File: config.mk
export PLATFORM = sky130hd
export DESIGN_NAME = c3as_cell
export DESIGN_NICKNAME = d
export VERILOG_FILES = /design/src/design/c3as_pkg.sv /design/src/design/c3as_cell.sv
export SDC_FILE = /design/constraint.sdc
export NUM_CORES = 1
export LEC_CHECK = 0
export BUFFER_PORTS_ARGS = -buffer_cell sky130_fd_sc_hd__buf_2
export CAP_MARGIN = 10
export CELL_PAD_IN_SITES_DETAIL_PLACEMENT = 0
export CELL_PAD_IN_SITES_GLOBAL_PLACEMENT = 1
export CORE_UTILIZATION = 45
export DETAILED_ROUTE_END_ITERATION = 16
export PLACE_DENSITY_LB_ADDON = 0.1
export SLEW_MARGIN = 20
export SYNTH_ARGS = -nofsm -noshare
export SYNTH_HDL_FRONTEND = slang
export SYNTH_SLANG_ARGS = --single-unit
File: constraint.sdc
create_clock -name clk -period 14 [get_ports clk]
set_clock_uncertainty 0.2 [all_clocks]
set_input_delay 2.8 -clock clk [delete_from_list [all_inputs] [get_ports clk]]
set_output_delay 2.8 -clock clk [all_outputs]
set_load 0.1 [all_outputs]
File: src/design/c3as_pkg.sv
// ----------------------------------------------------------------------------
// c3as_pkg
// Shared types and constants of the 3x3 convolution block: register codes,
// reset values, pixel column and coefficient column types.
// ----------------------------------------------------------------------------
package c3as_pkg;

	localparam int PIX_W        = 8;
	localparam int COEF_W       = 8;
	localparam int WIDTH_REG_W  = 10;
	localparam int HEIGHT_REG_W = 16;
	localparam int COEF_ROW_W   = 24;
	localparam int CFG_IDX_W    = 3;
	localparam int CFG_DATA_W   = 24;
	// one product: 9-bit unsigned pixel times 8-bit signed coefficient
	localparam int PROD_W       = PIX_W + 1 + COEF_W;
	// three products of one column
	localparam int PSUM_W       = PROD_W + 2;
	// three columns
	localparam int SUM_W        = PSUM_W + 2;

	typedef enum logic [CFG_IDX_W-1:0] {
		REG_IMAGE_WIDTH  = 3'd0,
		REG_IMAGE_HEIGHT = 3'd1,
		REG_COEF_TOP     = 3'd2,
		REG_COEF_MID     = 3'd3,
		REG_COEF_BOT     = 3'd4
	} cfg_reg_t;

	typedef enum logic {
		REQ_PIXEL = 1'b0,
		REQ_FLUSH = 1'b1
	} req_type_t;

	localparam logic [WIDTH_REG_W-1:0]  WIDTH_RESET    = 10'd512;
	localparam logic [HEIGHT_REG_W-1:0] HEIGHT_RESET   = 16'd512;
	localparam logic [COEF_ROW_W-1:0]   COEF_TOP_RESET = 24'h000000;
	localparam logic [COEF_ROW_W-1:0]   COEF_MID_RESET = 24'h000100;
	localparam logic [COEF_ROW_W-1:0]   COEF_BOT_RESET = 24'h000000;
	localparam logic [PIX_W-1:0]        PIX_MAX        = 8'd255;

	typedef logic [PIX_W-1:0] pix_t;

	// one window column, top to bottom
	typedef struct packed {
		pix_t top;
		pix_t mid;
		pix_t bot;
	} pix_col_t;

	typedef struct packed {
		logic signed [COEF_W-1:0] top;
		logic signed [COEF_W-1:0] mid;
		logic signed [COEF_W-1:0] bot;
	} coef_col_t;

	// entry of the line store: two rows above the current one
	typedef struct packed {
		pix_t upper;
		pix_t lower;
	} line_pair_t;

	// padding of the window held in the first pipeline stage
	typedef struct packed {
		logic top_en;
		logic bot_en;
		logic left_en;
		logic right_en;
	} tap_mask_t;

	// per-cell enables for zero padding
	typedef struct packed {
		logic top_en;
		logic bot_en;
		logic col_en;
	} cell_ctrl_t;

endpackage

File: src/design/c3as_cell.sv
// ----------------------------------------------------------------------------
// c3as_cell
// One column of the 3x3 window: holds three pixels, passes them to its left
// neighbor on every request, and forms the column's registered partial sum.
// ----------------------------------------------------------------------------
module c3as_cell (
	input  logic                                  clk,
	input  logic                                  arst_n,
	input  logic                                  shift_en,
	input  c3as_pkg::pix_col_t                    col_in,
	output c3as_pkg::pix_col_t                    col_out,
	input  logic                                  load_en,
	input  c3as_pkg::coef_col_t                   coef,
	input  c3as_pkg::cell_ctrl_t                  ctrl,
	output logic signed [c3as_pkg::PSUM_W-1:0]    psum
);
	import c3as_pkg::*;

	pix_col_t                   col_q;
	pix_t                       top_g;
	pix_t                       mid_g;
	pix_t                       bot_g;
	logic signed [PIX_W:0]      top_x;
	logic signed [PIX_W:0]      mid_x;
	logic signed [PIX_W:0]      bot_x;
	logic signed [PROD_W-1:0]   prod_top;
	logic signed [PROD_W-1:0]   prod_mid;
	logic signed [PROD_W-1:0]   prod_bot;
	logic signed [PSUM_W-1:0]   psum_d;
	logic signed [PSUM_W-1:0]   psum_s2;

	always_ff @(posedge clk or negedge arst_n) begin
		if (!arst_n) begin
			col_q <= '0;
		end else if (shift_en) begin
			col_q <= col_in;
		end
	end

	// padded taps are forced to zero at the pixel, not the coefficient
	always_comb begin
		top_g = col_q.top & {PIX_W{ctrl.top_en & ctrl.col_en}};
		mid_g = col_q.mid & {PIX_W{ctrl.col_en}};
		bot_g = col_q.bot & {PIX_W{ctrl.bot_en & ctrl.col_en}};
		top_x = {1'b0, top_g};
		mid_x = {1'b0, mid_g};
		bot_x = {1'b0, bot_g};
		prod_top = top_x * coef.top;
		prod_mid = mid_x * coef.mid;
		prod_bot = bot_x * coef.bot;
		psum_d = PSUM_W'(prod_top) + PSUM_W'(prod_mid) + PSUM_W'(prod_bot);
	end

	always_ff @(posedge clk) begin
		if (load_en) begin
			psum_s2 <= psum_d;
		end
	end

	assign col_out = col_q;
	assign psum    = psum_s2;

endmodule

* Yosys cells after proc, flatten, opt, wreduce, memory -nomap -nowiden
Index checks and enable logic that the tools add are counted.
** Operators by class
- Add/sub/neg operators :: 2
- Multipliers :: 3
- Divide/modulo/power cells :: 0
- $lt $le $gt $ge :: 0
- Eq/ne operators :: 0
- Shifts and indexed selects :: 0
- Muxes and demuxes :: 0
- Bitwise operators :: 5
- Reduce and logical (&&, ||, !) cells :: 0
** Operators by type and width (number)
- $mul 9x8->17 :: 3
- $and 8x8->8 :: 3
- $add 18x17->19 :: 1
- $add 17x17->18 :: 1
- $and 1x1->1 :: 2
** Word-level totals
- Register bits :: 43
- Bits in latches :: 0
- Bits in writable memories :: 0
- ROM bits :: 0
- Input bits :: 55
- Output and inout port bits :: 43
- Word-level logic and storage cells :: 14
- Memories :: 0

* Logic depth before layout (Yosys ltp)
- Depth after elaboration :: 5
- Depth in mapped cells :: 25
- Gate-level depth less buffers :: 23

* Worst setup path before layout
Ideal clock, no wire load.
- Kind :: input -> register
- From :: input port ctrl[2] (netlist bit)
- To :: register psum_s2[15] (netlist: psum[15]) (data pin)
- Setup time :: 262 ps
- Data arrival time :: 8463 ps
- Required time :: 13538 ps
- Setup slack :: 5075 ps
- Cell stages on the path :: 23
- Path buffers :: 2
- Path through :: and2_1 clkbuf_1 clkbuf_1 nand3_1 fa_1 inv_1 fa_1 inv_1 fa_1 fa_1 inv_1 fa_1 fa_1 inv_1 fa_1 inv_1 ha_1 a21o_1 a21oi_1 nand3_1 a31oi_1 o21bai_1 xor2_1
** On the way
- Longest elaborated chain between the ends :: 5
** Ends and longest elaborated chain
- start: declaration :: RTL line c3as_cell.sv:14 : input c3as_pkg::cell_ctrl_t ctrl,
- $and 1x1->1 :: RTL line c3as_cell.sv:42 : top_g = col_q.top & {PIX_W{ctrl.top_en & ctrl.col_en}};
- $and 8x8->8 :: RTL line c3as_cell.sv:42
- $mul 9x8->17 :: RTL line c3as_cell.sv:48 : prod_top = top_x * coef.top;
- $add 17x17->18 :: RTL line c3as_cell.sv:51 : psum_d = PSUM_W'(prod_top) + PSUM_W'(prod_mid) + PSUM_W'(prod_bot);
- $add 18x17->19 :: RTL line c3as_cell.sv:51
- named net psum_d[15] :: RTL line c3as_cell.sv:29 : logic signed [PSUM_W-1:0] psum_d;
- end signal: assignment :: RTL line c3as_cell.sv:56 : psum_s2 <= psum_d;
- end: declaration :: RTL line c3as_cell.sv:30 : logic signed [PSUM_W-1:0] psum_s2;
The timed path passes the listed nets, and every way through them passes these cells.
A chain may end at the register's enable or synchronous reset.

* Final worst setup path
- From :: input port ctrl[0] (netlist bit)
- To :: register psum_s2[15] (netlist: psum[15]) (data pin)
** On the way
- Longest elaborated chain between the ends :: 5
- Elaborated cells between the ends (all ways) :: 10
- Classes of those cells :: add/sub (2); mul (3); bitwise (5)
** Ends and longest elaborated chain (RTL line)
- $and 1x1->1 :: c3as_cell.sv:42
- $and 8x8->8 :: c3as_cell.sv:42
- $mul 9x8->17 :: c3as_cell.sv:48
- $add 17x17->18 :: c3as_cell.sv:51
- $add 18x17->19 * :: c3as_cell.sv:51
- named net psum_d[15] :: c3as_cell.sv:29
Mark *: on every way through the listed nets, which the timed path passes. The rest lies on a longest branch.

==> flow_metrics.env <==
export IMPL_status="finished, final reports clean"
export IMPL_routed_wl_mm=20.3
export IMPL_clock_sinks=43
export IMPL_diodes=0
export IMPL_rsz0062_at_grt="no"
export IMPL_cts_resized=0
export IMPL_yosys_area_top_type="fa_1"
export IMPL_vias_per_cell=5.02
export IMPL_dr_first_iter_drc_count=288
export IMPL_synth_cell_type_count=38
export IMPL_tns_ps=0
export IMPL_cts_hold_buf=0
export IMPL_postCtsSetupRepairBufs=0
export IMPL_min_period_ps=9740
export IMPL_routedWlPerCell_um=16.2
export IMPL_overflow=0
export IMPL_yosysSeqAreaShare_pct=13.1
export IMPL_slew_violations=0
export IMPL_syn_num_nets=1240
export IMPL_power_density_nw_per_um2=218
export IMPL_critPathMaxFanout=66
export IMPL_whs_path_depth=1
export IMPL_r2r_end="psum[15]$_DFFE_PP_"
export IMPL_synth_area_per_cell_um2=9.81
export IMPL_irDropWorstVdd_uv=253
export IMPL_htreeDepth=2
export IMPL_portBuffers=97
export IMPL_crit_path_end_kind="flop"
export IMPL_core_area_um2=19500
export IMPL_synth_edf_count=19
export IMPL_grt_pass1_wl_mm=33.3
export IMPL_synth_area_leaders="fa_1, ha_1, inv_1"
export IMPL_hp_class="reg2reg"
export IMPL_grt_util_all_layers_pct=21.8
export IMPL_clock_fmax_mhz=103
export IMPL_fin_crit_sh_pct=69.6
export IMPL_drive_gt1_share_pct=13.8
export IMPL_gp_congestion=0.799
export IMPL_clockRootBuffer="clkbuf_16"
export IMPL_routed_via_count=6280
export IMPL_worst_hold_path_endpoint="col_out[8]$_DFFE_PN0P_"
export IMPL_syn_area_um2=8910
export IMPL_area_growth_pct=9.63
export IMPL_crit_type="in2reg"
export IMPL_numCtsBuffers=5
export IMPL_rows=51
export IMPL_die_area_um2=20400
export IMPL_worstPathArrival_ps=9590
export IMPL_antenna_left=0
export IMPL_dp_hpwl_mm=16.8
export IMPL_drc=0
export IMPL_cts_buffer_depth=2
export IMPL_final_setup_viol_count=0
export IMPL_finalHoldWorstSlack_ps=582
export IMPL_antenna_found_initial=0
export IMPL_cap_violations=0
export IMPL_synth_async_sr_flop_share_pct=55.8
export IMPL_grt_pass1_vias=6485
export IMPL_clk_pin_slew_worst_paths_ps=70
export IMPL_synth_most_common_cell="inv_1"
export IMPL_synth_seq_cells=43
export IMPL_grt_max_degree=67
export IMPL_syn_inst=908
export IMPL_critical_path_startpoint_type="primary input"
export IMPL_hp_start="col_out[8]$_DFFE_PN0P_"
export IMPL_placed_cells=1242
export IMPL_die_y_um=143
export IMPL_layout_nets=1316
export IMPL_slew_headroom_pct=39.1
export IMPL_p_leak_nw=5.54
export IMPL_rr_startpoint="col_out[21]$_DFFE_PN0P_"
export IMPL_die_width_um=143
export IMPL_cts_tree="built"
export IMPL_reg2reg_slack_ps=7560
export IMPL_drt_pass1_iterations=6
export IMPL_synth_common_cells="inv_1, fa_1, and3_1"
export IMPL_finalHoldViolations=0
export IMPL_worst_pin_slew_ps=913
export IMPL_synth_flop_cell="dfrtp_1"
export IMPL_start_util_pct=45.8
export IMPL_reg2reg_depth=19
export IMPL_pin_count=98
export IMPL_layout_cells_non_filler=1250
export IMPL_synth_warnings=0
export IMPL_synth_top_cell_area_share_pct=37.3
export IMPL_cp_required_ps=13850
export IMPL_clk_latency_ps=310
==> power by group <==
group	switching, W	internal, W
Sequential	0.0000285	0.000231
Combinational	0.00109	0.000654
Clock	0.0000596	0.0000666
Total	0.00118	0.000952
==> how the worst max path moves through the flow <==
| stage | from | end | slack [ps] | depth (start not counted) |
|---|---|---|---|---|
| after floorplan | ctrl[2] | psum[15]$_DFFE_PP_ | 5070 | 23 |
| after global placement | ctrl[0] | psum[16]$_DFFE_PP_ | 4040 | 22 |
| after detailed placement | ctrl[0] | psum[16]$_DFFE_PP_ | 4000 | 21 |
| after CTS | ctrl[0] | psum[16]$_DFFE_PP_ | 4320 | 21 |
| after global routing | ctrl[0] | psum[15]$_DFFE_PP_ | 3840 | 23 |
| final | ctrl[0] | psum[15]$_DFFE_PP_ | 4260 | 23 |
==> cell families after synthesis <==
group,synth area share [%]
buf+inv,11.7
compound gates,3.51
mux,3.15
simple gates,14.0
xor+xnor,1.57
fa+ha+maj,52.9
flops,13.1
==> per-stage QoR <==
step / cell area [µm²] / util [%] / setup WS, ps / power, W
floorplan: 8910 / - / 5070 / 0.00164
global placement: 9630 / 49.5 / 4040 / 0.00203
detailed placement: 9630 / 49.5 / 4000 / 0.00204
CTS: 9770 / 50.2 / 4320 / 0.00217
global route: 9770 / 50.2 / 3840 / 0.00235
finish: 9770 / 50.2 / 4260 / 0.00213
==> per-layer routing <==
metal | up-vias | GRT usage, % | part of all wire (%)
li1 | 3016 | - | -
met1 | 3156 | 28.9 | 44
met2 | 91 | 38.2 | 52
met3 | 17 | 1.98 | 2.5
met4 | 0 | 5.77 | 1.7
met5 | - | 0 | 0
==> critical path, stage by stage <==
cell,delay [ps]
buf_2,690
and2_1,240
buf_4,430
nand3_1,180
fa_1,550
inv_1,50
fa_1,480
inv_1,50
fa_1,530
inv_1,50
fa_1,490
fa_1,510
fa_1,490
inv_1,50
fa_1,490
inv_1,50
ha_1,320
and2b_1,190
o2111ai_1,250
nand3_1,210
a31oi_1,230
o21bai_1,90
xor2_1,140
==> flip-flops by register name, summed over array words and instances, names as in the netlist <==
signal   flops
psum        19
col_out     24
==> cell type report <==
type / instances / area [µm²]
sequential: 43 / 1170
clock inverter: 2 / 13.8
tap: 265 / 332
timing repair buffer: 99 / 500
fill: 1927 / 9690
inverter: 247 / 927
multi-input combinational: 588 / 6700
clock buffer: 6 / 129
==> layout by cell type, fill, tap and decap left out, drive strengths merged, types with 8 or more instances in the layout <==
master    n
and3    119
xnor2    10
mux2     24
a21oi    20
inv     247
fa      166
nand2    26
buf      99
nand3    56
dfrtp    24
edfxtp   19
ha      111
a21boi    8
Power figures use the tool's default switching activity.
